$ cat src/rtl/tlf_pkg.sv
// Shared types, constants and helpers for the tree leaf finder.
`default_nettype none

package tlf_pkg;

  // Sizing of the stores.
  localparam int NODES      = 1024;
  localparam int FEATURES   = 64;
  localparam int VALUE_BITS = 16;
  localparam int COUNT_BITS = 20;

  // Fixed field widths of the transfer payloads.
  localparam int CMD_W   = 3;
  localparam int NODE_W  = 10;
  localparam int FEAT_W  = 6;
  localparam int FVAL_W  = 16;
  localparam int TOTAL_W = 20;

  // Derived widths.
  localparam int NIDX_W = $clog2(NODES);
  localparam int FIDX_W = $clog2(FEATURES);
  localparam int STEP_W = $clog2(NODES + 1);

  // Derived constants.
  localparam logic [STEP_W-1:0]     STEP_LIMIT = STEP_W'(NODES);
  localparam logic [STEP_W-1:0]     STEP_ONE   = STEP_W'(1);
  localparam logic [NODE_W-1:0]     RANK_SAT   = NODE_W'(NODES - 1);
  localparam logic [NIDX_W-1:0]     CLR_LAST   = NIDX_W'(NODES - 1);
  localparam logic [NIDX_W-1:0]     CLR_ONE    = NIDX_W'(1);
  localparam logic [COUNT_BITS-1:0] CNT_MAX    = '1;
  localparam logic [COUNT_BITS-1:0] CNT_ONE    = COUNT_BITS'(1);

  // Status codes.
  localparam logic STATUS_OK      = 1'b0;
  localparam logic STATUS_RUNAWAY = 1'b1;

  typedef enum logic [CMD_W-1:0] {
    CMD_CLEAR_TREE   = 3'd0,
    CMD_WRITE_NODE   = 3'd1,
    CMD_WRITE_FEAT   = 3'd2,
    CMD_CLASSIFY     = 3'd3,
    CMD_READ_COUNT   = 3'd4,
    CMD_CLEAR_COUNTS = 3'd5
  } cmd_t;

  typedef struct packed {
    logic [CMD_W-1:0]  cmd;
    logic [NODE_W-1:0] node_index;
    logic [FEAT_W-1:0] split_feature;
    logic [FVAL_W-1:0] split_value;
    logic [NODE_W-1:0] left_child;
    logic [NODE_W-1:0] right_child;
    logic              is_leaf;
    logic [FEAT_W-1:0] feature_index;
    logic [FVAL_W-1:0] feature_value;
    logic [NODE_W-1:0] leaf_select;
    logic              count_it;
  } in_item_t;

  typedef struct packed {
    logic [NODE_W-1:0]  leaf_node;
    logic [NODE_W-1:0]  leaf_rank;
    logic [TOTAL_W-1:0] leaf_total;
    logic               status;
  } out_item_t;

  // One node table word; the leaf ordinal lives beside the node fields.
  typedef struct packed {
    logic                  leaf;
    logic [NODE_W-1:0]     right;
    logic [NODE_W-1:0]     left;
    logic [VALUE_BITS-1:0] cut;
    logic [FEAT_W-1:0]     feat;
    logic [NODE_W-1:0]     rank;
  } node_word_t;

  localparam int NODE_WORD_W = $bits(node_word_t);

  // Commands from the controller to the datapath.
  typedef struct packed {
    logic take;
    logic tree_clr;
    logic node_wr;
    logic feat_wr;
    logic root_rd;
    logic feat_rd;
    logic child_rd;
    logic cnt_rd_leaf;
    logic cnt_rd_sel;
    logic cnt_done;
    logic fault;
    logic sel_zero;
    logic clr_start;
    logic clr_step;
    logic out_load;
  } dp_cmd_t;

  // Status from the datapath to the controller.
  typedef struct packed {
    cmd_t cmd;
    logic hit;
    logic limit;
    logic next_bad;
    logic sel_ok;
    logic clr_last;
    logic out_free;
  } dp_sts_t;

  function automatic logic [TOTAL_W-1:0] fit_total(input logic [COUNT_BITS-1:0] cnt);
    return TOTAL_W'(cnt);
  endfunction

  function automatic logic [VALUE_BITS-1:0] fit_value(input logic [FVAL_W-1:0] v);
    return VALUE_BITS'(v);
  endfunction

endpackage

`default_nettype wire

$ cat src/rtl/tlf_ctrl.sv
// Controller: sequences commands, tree walks, count updates and clearing sweeps.
`default_nettype none

module tlf_ctrl (
  input  wire logic              clk,
  input  wire logic              rst_n,
  input  wire logic              in_valid,
  output logic                   in_ready,
  input  wire tlf_pkg::dp_sts_t  sts,
  output tlf_pkg::dp_cmd_t       c
);

  typedef enum logic [2:0] {
    S_CLR,
    S_IDLE,
    S_DECODE,
    S_NODE,
    S_FEAT,
    S_CNT,
    S_OUT
  } state_t;

  state_t state_r, state_nxt;

  always_comb begin
    state_nxt = state_r;
    c         = '0;
    case (state_r)
      S_CLR: begin
        c.clr_step = 1'b1;
        if (sts.clr_last) begin
          state_nxt = S_IDLE;
        end
      end
      S_IDLE: begin
        c.take = in_valid;
        if (in_valid) begin
          state_nxt = S_DECODE;
        end
      end
      S_DECODE: begin
        state_nxt = S_IDLE;
        case (sts.cmd)
          tlf_pkg::CMD_CLEAR_TREE: begin
            c.tree_clr = 1'b1;
          end
          tlf_pkg::CMD_WRITE_NODE: begin
            c.node_wr = 1'b1;
          end
          tlf_pkg::CMD_WRITE_FEAT: begin
            c.feat_wr = 1'b1;
          end
          tlf_pkg::CMD_CLASSIFY: begin
            c.root_rd = 1'b1;
            state_nxt = S_NODE;
          end
          tlf_pkg::CMD_READ_COUNT: begin
            if (sts.sel_ok) begin
              c.cnt_rd_sel = 1'b1;
              state_nxt    = S_CNT;
            end else begin
              c.sel_zero = 1'b1;
              state_nxt  = S_OUT;
            end
          end
          tlf_pkg::CMD_CLEAR_COUNTS: begin
            c.clr_start = 1'b1;
            state_nxt   = S_CLR;
          end
          default: begin
            state_nxt = S_IDLE;
          end
        endcase
      end
      S_NODE: begin
        if (sts.hit) begin
          c.cnt_rd_leaf = 1'b1;
          state_nxt     = S_CNT;
        end else if (sts.limit) begin
          c.fault   = 1'b1;
          state_nxt = S_OUT;
        end else begin
          c.feat_rd = 1'b1;
          state_nxt = S_FEAT;
        end
      end
      S_FEAT: begin
        if (sts.next_bad) begin
          c.fault   = 1'b1;
          state_nxt = S_OUT;
        end else begin
          c.child_rd = 1'b1;
          state_nxt  = S_NODE;
        end
      end
      S_CNT: begin
        c.cnt_done = 1'b1;
        state_nxt  = S_OUT;
      end
      S_OUT: begin
        if (sts.out_free) begin
          c.out_load = 1'b1;
          state_nxt  = S_IDLE;
        end
      end
      default: begin
        state_nxt = S_IDLE;
      end
    endcase
  end

  always_ff @(posedge clk) begin
    if (!rst_n) begin
      state_r <= S_CLR;
    end else begin
      state_r <= state_nxt;
    end
  end

  assign in_ready = state_r == S_IDLE;

endmodule

`default_nettype wire

$ cat config.mk
export PLATFORM = sky130hd
export DESIGN_NAME = tlf_ctrl
export DESIGN_NICKNAME = d
export VERILOG_FILES = /design/src/rtl/tlf_pkg.sv /design/src/rtl/tlf_ctrl.sv
export SDC_FILE = /design/constraint.sdc
export NUM_CORES = 1
export LEC_CHECK = 0
export BUFFER_PORTS_ARGS = -buffer_cell sky130_fd_sc_hd__buf_4
export CAP_MARGIN = 40
export CELL_PAD_IN_SITES_DETAIL_PLACEMENT = 1
export CELL_PAD_IN_SITES_GLOBAL_PLACEMENT = 1
export CORE_MARGIN = 4
export CORE_UTILIZATION = 24
export CTS_CLUSTER_SIZE = 40
export DETAILED_ROUTE_END_ITERATION = 10
export PLACE_DENSITY_LB_ADDON = 0.1
export SLEW_MARGIN = 20
export SYNTH_ARGS = -nofsm -noshare
export SYNTH_HDL_FRONTEND = slang
export SYNTH_SLANG_ARGS = --single-unit
$ cat constraint.sdc
create_clock -name clk -period 2.3 [get_ports clk]
set_clock_uncertainty 0.15 [all_clocks]
set_input_delay 0.115 -clock clk [delete_from_list [all_inputs] [get_ports clk]]
set_output_delay 0.115 -clock clk [all_outputs]
set_load 0.005 [all_outputs]
==> results.md, run 1 <==
- First DRT Iteration DRCs: 9
- Post-detailed-placement cell area: 628.1 µm²
- Slowest cell delay on critical path: 0.45 ns
- Final setup vio count: 0
- Root buf cell: sky130_fd_sc_hd__clkbuf_4
- Headroom to the max-slew limit: 65.29%
- Overflow left after global routing: 0
- # resized after CTS: 0
- Final Net Count: 109
- Vertical die dimension: 48.97 µm
- Buffers and inverters on the worst path: 2
- Count of warnings emitted by yosys: 0
- Placeable Area: 0.001541 mm²
- Max reg flops: 3
- Number of inserted diodes: 0
- Achievable clock frequency: 506.5 MHz
- Area overhead of the layout relative to synthesis: 62.42%
- Tightest Pin Transition: 0.5200 ns
- IR drop worst, VDD: 94.07 µV
- Setup repair after global routing missed its margin: no
- Number of antenna violations at the first check in global routing: 0
- Via count: 573
- Nature of the critical path endpoint: output pin
- Row count: 14
- Gate Count Post-Synth: 65
- Area of the mapped netlist: 402.9 µm²
- Minimum clock period: 1.974 ns
- Sequential fraction of the synthesis area: 14.91%
- Final worst-path cycle share: 85.84%
- Largest net degree at the start of global routing: 18
- Cell Chain, Critical Path: nand2b_1 -> or3b_1 -> or2_1 -> inv_1 -> buf_4
- Global placer's final weighted congestion: 0.7269
- CTS Buf Count: 3
- Number of distinct library cells after synthesis: 26
- Type of the most critical hold path: in2reg
- Startpoint of the worst register-to-register path: state_r[2]$_SDFFE_PN0P_
- Power Dens Cells: 325.6 mW/mm²
- Top reg by flops: state_r
- Tot Pwr: 0.2131 mW
- Antenna-violating nets left: 0
- Maximum fanout encountered on the critical timing path: 7
- Cts hold-fix bufs: 0
- Fin. max-slew vios: 0
- Setup ws final: 0.3258 ns
- Ratio of cells with drive above 1 in the final layout: 35.79%
- Start point of the critical path: state_r[1]$_SDFFE_PN0P_
- Clk slew on worst S/H paths: 0.04 ns
- Total Neg Setup Slack: 0 ns
- Area fraction of the dominant cell type after synthesis: 14.91%
- DRC violations left: 0
- Critical-path cell with the highest stage delay: sky130_fd_sc_hd__dfxtp_1
- Nature of the critical path startpoint: flop
- Worst setup slack after placement: 0.5267 ns
- Min Hold Slack: 0.04385 ns
- Horizontal die dimension: 48.97 µm
- Number of iterations in the first detailed-routing pass: 4
- Max Cap Viol: 0
- Number of levels in the clock H-tree: 1
- Die outline area: 0.002398 mm²
- TritonCTS sink count: 3
- Sw Share: 28.57%
- Internal power summed over all cells: 0.1522 mW
- Total Routed Length: 1427 µm
- Global Route Usage Sum: 12.43%
- Initial core utilization: 26.14%
- Clock network fraction of total power: 43.8%
- Number of hold-slack violations in the final timing report: 0
- Biggest registers after layout: state_r (3)
- Leakage power: 0.3232 nW
- Post-CTS repair timing setup buffer count: 0
- Drt via density: 5.162
- Logic pwr share: 30.0%
- Final cell area excluding filler cells: 654.4 µm²
- Worst-case clock buffer depth: 2
- Vias in the first global route: 566
- Cells taking the most area after synthesis: sky130_fd_sc_hd__dfxtp_1 (15%), sky130_fd_sc_hd__nor3_1 (11%), sky130_fd_sc_hd__nor2_1 (10%), sky130_fd_sc_hd__nand2b_1 (9.3%), sky130_fd_sc_hd__inv_1 (4.7%)
- Result of the run: complete, no violations
- Mean cell area of the mapped netlist: 6.198 µm²
- Flip-flop and latch count after synthesis: 3
- Synth area leader: sky130_fd_sc_hd__dfxtp_1
- Arrival time worst endpoint: 1.71 ns
- Clock tree from TritonCTS: done
- NetSw: 0.06088 mW
- I/O pins: 28
- Required time worst endpoint: 2.04 ns
- Flop pwr share: 26.2%
- Global-route wire length before repair: 2435 µm
- Clock insertion delay at the later pin of the skew report: 0.23 ns
- Detailed-route wire length per cell: 12.86 µm
- HPWL after detailed placement: 1167 µm
- Syn nets: 78
- Start point of the worst hold path: rst_n
- Top delay family on crit path: simple AND/OR/NAND/NOR gates
- Port Buf Inserts: 27
- Start-to-end type of the worst setup path: reg2out
==> worst min-delay path: stages <==
cell                       delay [ns]
sky130_fd_sc_hd__buf_4           0.11
sky130_fd_sc_hd__o311ai_1        0.09
sky130_fd_sc_hd__a31oi_1         0.05
==> cell usage after synthesis (all sizes together) <==
library cell and instances:
a2111oi 1, a21bo 1, a21oi 2, a31oi 1
and3 1, buf 1, clkbuf 2, dfxtp 3
ha 1, inv 5, nand2 4, nand2b 6
nand3 2, nor2 11, nor2b 2, nor3 9
nor3b 2, nor4 2, o21ai 2, o311a 1
o311ai 1, o31ai 1, or2 1, or3 2
or3b 1
==> worst paths after layout <==
check | depth (start not counted) | slack [ns] | endpoint
worst min register to register | 2 | 0.54 | state_r[2]$_SDFFE_PN0P_
worst min-delay path | 3 | 0.04 | state_r[1]$_SDFFE_PN0P_
worst max-delay path | 5 | 0.33 | c[10]
worst max register to register | 4 | 0.53 | state_r[2]$_SDFFE_PN0P_
==> layout by cell type (no fill, tap or decap) <==
cell	n
sky130_fd_sc_hd__a2111oi_0	1
sky130_fd_sc_hd__a21bo_2	1
sky130_fd_sc_hd__a21oi_1	2
sky130_fd_sc_hd__a31oi_1	1
sky130_fd_sc_hd__and3_1	1
sky130_fd_sc_hd__buf_4	29
sky130_fd_sc_hd__clkbuf_1	1
sky130_fd_sc_hd__clkbuf_4	3
sky130_fd_sc_hd__dfxtp_1	3
sky130_fd_sc_hd__ha_1	1
sky130_fd_sc_hd__inv_1	5
sky130_fd_sc_hd__nand2_1	4
sky130_fd_sc_hd__nand2b_1	6
sky130_fd_sc_hd__nand3_1	2
sky130_fd_sc_hd__nor2_1	11
sky130_fd_sc_hd__nor2b_1	2
sky130_fd_sc_hd__nor3_1	9
sky130_fd_sc_hd__nor3b_1	2
sky130_fd_sc_hd__nor4_1	2
sky130_fd_sc_hd__o21ai_0	2
sky130_fd_sc_hd__o311a_1	1
sky130_fd_sc_hd__o311ai_1	1
sky130_fd_sc_hd__o31ai_1	1
sky130_fd_sc_hd__or2_1	1
sky130_fd_sc_hd__or3_1	1
sky130_fd_sc_hd__or3_4	1
sky130_fd_sc_hd__or3b_1	1
==> cell families after synthesis <==
| family | share of synthesized area, % |
|---|---|
| AO/OA/AOI/OAI | 17.70 |
| adder cells (fa/ha/maj) | 3.105 |
| buffers and inverters | 7.764 |
| flip-flops | 14.91 |
| AND/OR/NAND/NOR | 56.52 |
==> routing by layer <==
layer	track usage, %	part of all wire [%]
met1	16.39	47
met2	19.35	49
met3	1.529	2.8
met4	6.726	0.98
met5	0	0
==> metrics by stage <==
step                cells  util (%)
finish                111     42.45
global route          111     42.45
CTS                   111     42.45
detailed placement    107     40.75
global placement      107     40.75
floorplan              65         -
==> power by group through the flow <==
stage	combinational [mW]	clock [mW]	sequential (mW)
floorplan	0.0300	0	0.0563
global placement	0.0633	0	0.0567
detailed placement	0.0646	0	0.0565
CTS	0.0649	0.0984	0.0559
global route	0.0721	0.100	0.0563
finish	0.0639	0.0933	0.0559
==> layout make-up <==
cell class / count / area (µm²)
Inverter: 5 / 18.77
Fill cell: 208 / 887.1
Multi-Input combinational cell: 54 / 311.5
Clock buffer: 4 / 26.28
Tap cell: 16 / 20.02
Timing Repair Buffer: 29 / 217.7
Sequential cell: 3 / 60.06
Note: power is estimated with default switching activity, not from simulation.
==> run 2, diff against run 1 <==
--- a/config.mk
+++ b/config.mk
@@ -11,7 +11,7 @@
 export CELL_PAD_IN_SITES_GLOBAL_PLACEMENT = 1
 export CORE_MARGIN = 4
 export CORE_UTILIZATION = 24
-export CTS_CLUSTER_SIZE = 40
+export CTS_CLUSTER_SIZE = 14
 export DETAILED_ROUTE_END_ITERATION = 10
 export PLACE_DENSITY_LB_ADDON = 0.1
 export SLEW_MARGIN = 20
==> constraint.sdc (replaced) <==
create_clock -name clk -period 2 [get_ports clk]
set_clock_uncertainty 0.15 [all_clocks]
set_input_delay 0.1 -clock clk [delete_from_list [all_inputs] [get_ports clk]]
set_output_delay 0.1 -clock clk [all_outputs]
set_load 0.005 [all_outputs]
==> run 2 against run 1 <==
Against the previous run: global-route usage up 0.57 points; hold slack worse by 0.011 ns; non-clock buffer count up 1; sequential power up 18%; critical path type unchanged; largest cell class unchanged; critical path depth unchanged; power up 16%; combinational power up 14%; critical endpoint is now c[3]; wire length up 0.84%.
==> results.md, run 2 (synthesis results as in run 1) <==
- Result of the run: complete, no violations (unchanged)
- Number of iterations in the first detailed-routing pass: 4 (unchanged)
- IR drop worst, VDD: 217.6 µV (was 94.07 µV)
- Global Route Usage Sum: 13.00% (was 12.43%)
- Die outline area: 0.002398 mm² (unchanged)
- R2R cell count: 5 (was 4)
- Startpoint of the worst register-to-register path: state_r[1]$_SDFFE_PN0P_ (was state_r[2]$_SDFFE_PN0P_)
- Headroom to the max-slew limit: 72.73% (was 65.29%)
- Number of hold-slack violations in the final timing report: 0 (unchanged)
- Top delay family on crit path: simple AND/OR/NAND/NOR gates (unchanged)
- Cts hold-fix bufs: 0 (unchanged)
- Final cell area excluding filler cells: 669.4 µm² (was 654.4 µm²)
- Number of levels in the clock H-tree: 1 (unchanged)
- Total Neg Setup Slack: 0 ns (unchanged)
- Vertical die dimension: 48.97 µm (unchanged)
- I/O pins: 28 (unchanged)
- Nature of the critical path startpoint: flop (unchanged)
- Clock insertion delay at the later pin of the skew report: 0.23 ns (about the same)
- End point of the critical path: c[3] (was c[10])
- Final Net Count: 110 (was 109)
- Via count: 564 (was 573)
- Flop pwr share: 26.8% (was 26.2%)
- # resized after CTS: 0 (unchanged)
- Tot Pwr: 0.2473 mW (was 0.2131 mW)
- Number of antenna violations at the first check in global routing: 0 (unchanged)
- Leakage power: 0.3321 nW (was 0.3232 nW)
- Start-to-end type of the worst setup path: reg2out (unchanged)
- Port Buf Inserts: 27 (unchanged)
- Util after Layout: 43.43% (was 42.45%)
- Type of the most critical hold path: in2reg (unchanged)
- Filler instances: 210 (was 208)
- Power Dens Cells: 369.4 mW/mm² (was 325.6 mW/mm²)
- Arrival time worst endpoint: 1.63 ns (was 1.71 ns)
- Top reg by flops: state_r (unchanged)
- Detailed-route wire length per cell: 12.85 µm (was 12.86 µm)
- Most common cell after layout, fill and taps aside: sky130_fd_sc_hd__buf_4 (unchanged)
- Total Routed Length: 1439 µm (was 1427 µm)
- NetSw: 0.07100 mW (was 0.06088 mW)
- Worst setup slack after placement: 0.3185 ns (was 0.5267 ns)
- DRC violations left: 0 (unchanged)
- Placeable Area: 0.001541 mm² (unchanged)
- Crit. path cell count: 5 (unchanged)
- Ratio of cells with drive above 1 in the final layout: 37.50% (was 35.79%)
- Commonest non-fill, non-tap cells in the layout: sky130_fd_sc_hd__buf_4 (30), sky130_fd_sc_hd__nor2_1 (11), sky130_fd_sc_hd__nor3_1 (9) (was sky130_fd_sc_hd__buf_4 (29), sky130_fd_sc_hd__nor2_1 (11), sky130_fd_sc_hd__nor3_1 (9))
- Sw Share: 28.71% (was 28.57%)
- Final Non-Filler Cells: 112 (was 111)
- Setup ws final: 0.1195 ns (was 0.3258 ns)
- Slowest cell delay on critical path: 0.35 ns (was 0.45 ns)
- Initial core utilization: 26.14% (unchanged)
- Reg-to-Reg End: state_r[2]$_SDFFE_PN0P_ (unchanged)
- Root buf cell: sky130_fd_sc_hd__clkbuf_4 (unchanged)
- Required time worst endpoint: 1.75 ns (was 2.04 ns)
- Clock network fraction of total power: 43.8% (about the same)
- Setup repair after global routing missed its margin: no (unchanged)
- Start point of the worst hold path: rst_n (unchanged)
- Clk slew on worst S/H paths: 0.04 ns (about the same)
- Global-route wire length before repair: 2532 µm (was 2435 µm)
- Final worst-path cycle share: 94.03%
- Horizontal die dimension: 48.97 µm (unchanged)
- Final setup vio count: 0 (unchanged)
- Achievable clock frequency: 531.8 MHz
- Min Hold Slack: 0.03271 ns (was 0.04385 ns)
- Number of inserted diodes: 0 (unchanged)
- Minimum clock period: 1.881 ns
- Global placer's final weighted congestion: 0.7275 (was 0.7269)
- Drt via density: 5.036 (was 5.162)
- CTS Buf Count: 3 (unchanged)
- TritonCTS sink count: 3 (unchanged)
- Worst-case clock buffer depth: 2 (unchanged)
- Area overhead of the layout relative to synthesis: 66.15% (was 62.42%)
- Total placed cells including tap cells: 108 (was 107)
- Nature of the critical path endpoint: output pin (unchanged)
- Start point of the critical path: state_r[0]$_SDFFE_PN0P_ (was state_r[1]$_SDFFE_PN0P_)
- HPWL after detailed placement: 1189 µm (was 1167 µm)
- Cell Chain, Critical Path: nand2b_4 -> or3_4 -> or3_1 -> inv_1 -> buf_4 (was nand2b_1 -> or3b_1 -> or2_1 -> inv_1 -> buf_4)
- Internal power summed over all cells: 0.1763 mW (was 0.1522 mW)
- Maximum fanout encountered on the critical timing path: 6 (was 7)
- Overflow left after global routing: 0 (unchanged)
- Buffers and inverters on the worst path: 2 (unchanged)
- Biggest registers after layout: state_r (3) (unchanged)
- Max Cap Viol: 0 (unchanged)
- Largest net degree at the start of global routing: 12 (was 18)
- Post-detailed-placement cell area: 635.6 µm² (was 628.1 µm²)
- Post-CTS repair timing setup buffer count: 0 (unchanged)
- Critical-path cell with the highest stage delay: sky130_fd_sc_hd__dfxtp_1 (unchanged)
- Clock tree from TritonCTS: done (unchanged)
- Tightest Pin Transition: 0.4081 ns (was 0.5200 ns)
- Row count: 14 (unchanged)
- Max reg flops: 3 (unchanged)
- Fin. max-slew vios: 0 (unchanged)
- Vias in the first global route: 586 (was 566)
- Antenna-violating nets left: 0 (unchanged)
- Reg-to-reg slack, setup: 0.32 ns (was 0.53 ns)
- First DRT Iteration DRCs: 6 (was 9)
- Logic pwr share: 29.4% (was 30.0%)
## run 2: cell count changes in the layout (fill, tap and decap cells not counted), sizes merged
cell	before	now
buf	29	30
## run 2: routing by layer
metal / track usage (%) / wire length (µm) / vias to the layer above
met1: 17.15 / 672 / 258
met4: 2.691 / 0 / 0
met5: 0 / 0 / -
li1: - / - / 293
met3: 3.364 / 66 / 0
met2: 21.09 / 700 / 13
## run 2: final cells by class
type	instances	area [µm²]	share of cell area, %
Clock buffer	4	26.28	3.925
Inverter	5	18.77	2.804
Sequential cell	3	60.06	8.972
Multi-Input combinational cell	54	319.1	47.66
Tap cell	16	20.02	2.991
Timing Repair Buffer	30	225.2	33.64
## run 2: worst min-delay path by stage
stage | to | slack, ns | depth (start not counted)
6_report | state_r[1]$_SDFFE_PN0P_ | 0.03 | 3
3_3_place_gp | state_r[1]$_SDFFE_PN0P_ | 0.26 | 3
4_1_cts | state_r[1]$_SDFFE_PN0P_ | 0.02 | 3
3_5_place_dp | state_r[1]$_SDFFE_PN0P_ | 0.27 | 3
5_1_grt | state_r[1]$_SDFFE_PN0P_ | 0.02 | 3
2_1_floorplan | c[8] | 0.08 | 1
## run 2: tightest hold or removal path: cells and delay by family
kind            cells  cell delay (ns)
compound gates      2             0.14
buf+inv             1             0.11
## run 2: power groups by stage
stage	sequential [mW]	clock (mW)	combinational, mW
floorplan	0.0647	0	0.0345
global placement	0.0671	0	0.0720
detailed placement	0.0668	0	0.0721
CTS	0.0659	0.112	0.0727
global route	0.0669	0.117	0.0823
finish	0.0662	0.108	0.0728
==> run 3, diff against run 2 <==
--- a/config.mk
+++ b/config.mk
@@ -14,6 +14,7 @@
 export CTS_CLUSTER_SIZE = 14
 export DETAILED_ROUTE_END_ITERATION = 10
 export PLACE_DENSITY_LB_ADDON = 0.1
+export RECOVER_POWER = 50
 export SLEW_MARGIN = 20
 export SYNTH_ARGS = -nofsm -noshare
 export SYNTH_HDL_FRONTEND = slang
==> constraint.sdc (replaced) <==
create_clock -name clk -period 2 [get_ports clk]
set_clock_uncertainty 0.15 [all_clocks]
set_input_delay 0.1 -clock clk [delete_from_list [all_inputs] [get_ports clk]]
set_output_delay 0.1 -clock clk [all_outputs]
set_load 0.1 [all_outputs]
==> run 3 against run 2 <==
Against the previous run: critical path depth is the same; sequential power shrank 3.2%; first-iteration DRC count grew 17%; via count grew 6.2%; hold slack gained 0.00089 ns; core utilization grew 8.2 points; largest power group is now combinational cells; clock power is essentially flat; critical endpoint unchanged; fmax shrank 4.4%; register-to-register slack lost 0.07 ns; highest routed layer is now met4.
==> results.md, run 3 (synthesis results as in run 1) <==
- Nature of the critical path startpoint: flop (unchanged)
- Number of inserted diodes: 0 (unchanged)
- Placeable Area: 0.001541 mm² (unchanged)
- Clk slew on worst S/H paths: 0.04 ns (about the same)
- Clock tree from TritonCTS: done (unchanged)
- Final worst-path cycle share: 98.32% (was 94.03%)
- Number of levels in the clock H-tree: 1 (unchanged)
- CTS Buf Count: 3 (unchanged)
- Required time worst endpoint: 1.75 ns (about the same)
- Largest net degree at the start of global routing: 13 (was 12)
- Initial core utilization: 26.14% (unchanged)
- First DRT Iteration DRCs: 7 (was 6)
- IR drop worst, VDD: 303.8 µV (was 217.6 µV)
- Worst-case clock buffer depth: 2 (unchanged)
- Leakage power: 0.3587 nW (was 0.3321 nW)
- Row count: 14 (unchanged)
- Commonest non-fill, non-tap cells in the layout: sky130_fd_sc_hd__buf_4 (23), sky130_fd_sc_hd__clkbuf_4 (7), sky130_fd_sc_hd__nor2_2 (6) (was sky130_fd_sc_hd__buf_4 (30), sky130_fd_sc_hd__nor2_1 (11), sky130_fd_sc_hd__nor3_1 (9))
- TritonCTS sink count: 3 (unchanged)
- Maximum fanout encountered on the critical timing path: 4 (was 6)
- Type of the most critical hold path: in2reg (unchanged)
- Most common cell after layout, fill and taps aside: sky130_fd_sc_hd__buf_4 (unchanged)
- Start point of the critical path: state_r[1]$_SDFFE_PN0P_ (was state_r[0]$_SDFFE_PN0P_)
- Startpoint of the worst register-to-register path: state_r[2]$_SDFFE_PN0P_ (was state_r[1]$_SDFFE_PN0P_)
- Drt via density: 5.164 (was 5.036)
- Horizontal die dimension: 48.97 µm (unchanged)
- Final setup vio count: 0 (unchanged)
- Global placer's final weighted congestion: 0.7435 (was 0.7275)
- Result of the run: complete, no violations (unchanged)
- Vias in the first global route: 595 (was 586)
- Power Dens Cells: 377.9 mW/mm² (was 369.4 mW/mm²)
- Fin. max-slew vios: 0 (unchanged)
- Overflow left after global routing: 0 (unchanged)
- Nature of the critical path endpoint: output pin (unchanged)
- DRC violations left: 0 (unchanged)
- Biggest registers after layout: state_r (3) (unchanged)
- Total Routed Length: 1692 µm (was 1439 µm)
- Port Buf Inserts: 27 (unchanged)
- Worst setup slack after placement: 0.1653 ns (was 0.3185 ns)
- Detailed-route wire length per cell: 14.59 µm (was 12.85 µm)
- Root buf cell: sky130_fd_sc_hd__clkbuf_4 (unchanged)
- Die outline area: 0.002398 mm² (unchanged)
- HPWL after detailed placement: 1381 µm (was 1189 µm)
- Achievable clock frequency: 508.5 MHz (was 531.8 MHz)
- Number of hold-slack violations in the final timing report: 0 (unchanged)
- Number of iterations in the first detailed-routing pass: 4 (unchanged)
- Area overhead of the layout relative to synthesis: 97.52% (was 66.15%)
- Setup ws final: 0.03353 ns (was 0.1195 ns)
- Global-route wire length before repair: 2732 µm (was 2532 µm)
- Total Neg Setup Slack: 0 ns (unchanged)
- Top reg by flops: state_r (unchanged)
- Antenna-violating nets left: 0 (unchanged)
- Arrival time worst endpoint: 1.72 ns (was 1.63 ns)
- Ratio of cells with drive above 1 in the final layout: 56.00% (was 37.50%)
- Global Route Usage Sum: 14.09% (was 13.00%)
- Number of antenna violations at the first check in global routing: 0 (unchanged)
- Tightest Pin Transition: 0.5422 ns (was 0.4081 ns)
- Final Net Count: 114 (was 110)
- Max reg flops: 3 (unchanged)
- I/O pins: 28 (unchanged)
- Via count: 599 (was 564)
- Util after Layout: 51.62% (was 43.43%)
- Max Cap Viol: 0 (unchanged)
- Start-to-end type of the worst setup path: reg2out (unchanged)
- Clock insertion delay at the later pin of the skew report: 0.23 ns (about the same)
- Vertical die dimension: 48.97 µm (unchanged)
- Headroom to the max-slew limit: 64.00% (was 72.73%)
- Start point of the worst hold path: rst_n (unchanged)
- Minimum clock period: 1.966 ns (was 1.881 ns)
[run 3: area by class of cell]
type	count	area, µm²
fillers	194	745.7
multi-input cells	54	407.9
clock buffers	4	26.28
well taps	16	20.02
inverters	5	18.77
flip-flops and latches	3	60.06
repair buffers	34	262.8
[run 3: metal layers]
metal  vias to the layer above  track usage (%)  part of all wire, %
li1                        301                -                    -
met1                       277            15.96                   42
met2                        17            25.87                   51
met3                         4            2.141                  4.9
met4                         0            5.381                  1.5
met5                         -                0                    0
[run 3: worst max-delay path, cell delays in order, from the launching register on]
cell and delay, ns:
sky130_fd_sc_hd__dfxtp_1 0.39, sky130_fd_sc_hd__nand2b_4 0.09, sky130_fd_sc_hd__or3_4 0.40, sky130_fd_sc_hd__or3_4 0.35
sky130_fd_sc_hd__inv_2 0.08, sky130_fd_sc_hd__buf_12 0.17
[run 3: final timing paths]
path	end	slack, ns	cells past startpoint
hold / removal	state_r[1]$_SDFFE_PN0P_	0.03	3
hold reg to reg	state_r[2]$_SDFFE_PN0P_	0.54	2
setup reg to reg	state_r[2]$_SDFFE_PN0P_	0.25	4
setup / recovery	c[3]	0.03	5
[run 3: per-stage QoR]
| step | cell area [µm²] | hold WS, ns | total power [mW] | std cells |
|---|---|---|---|---|
| finish | 795.8 | 0.03361 | 0.3007 | 116 |
| CTS | 778.2 | 0.03128 | 0.3075 | 113 |
| detailed placement | 724.4 | 0.2798 | 0.1951 | 109 |
| global route | 795.8 | 0.06834 | 0.3169 | 116 |
| global placement | 724.4 | 0.2909 | 0.1925 | 109 |
| floorplan | 484.2 | 0.1125 | 0.1485 | 65 |
[run 3: report_power, final]
group	total, mW	internal (mW)	switching [mW]
logic	0.130	0.0409	0.0887
clock network	0.107	0.0748	0.0322
registers	0.0641	0.0625	0.00159
total	0.301	0.178	0.122
[run 3: repair_timing]
action,4_1_cts,5_1_grt
pin swaps,0,1
setup buffers,0,3
endpoints found under the setup margin,2,2
gates resized for setup,8,2
hold buffers,0,0
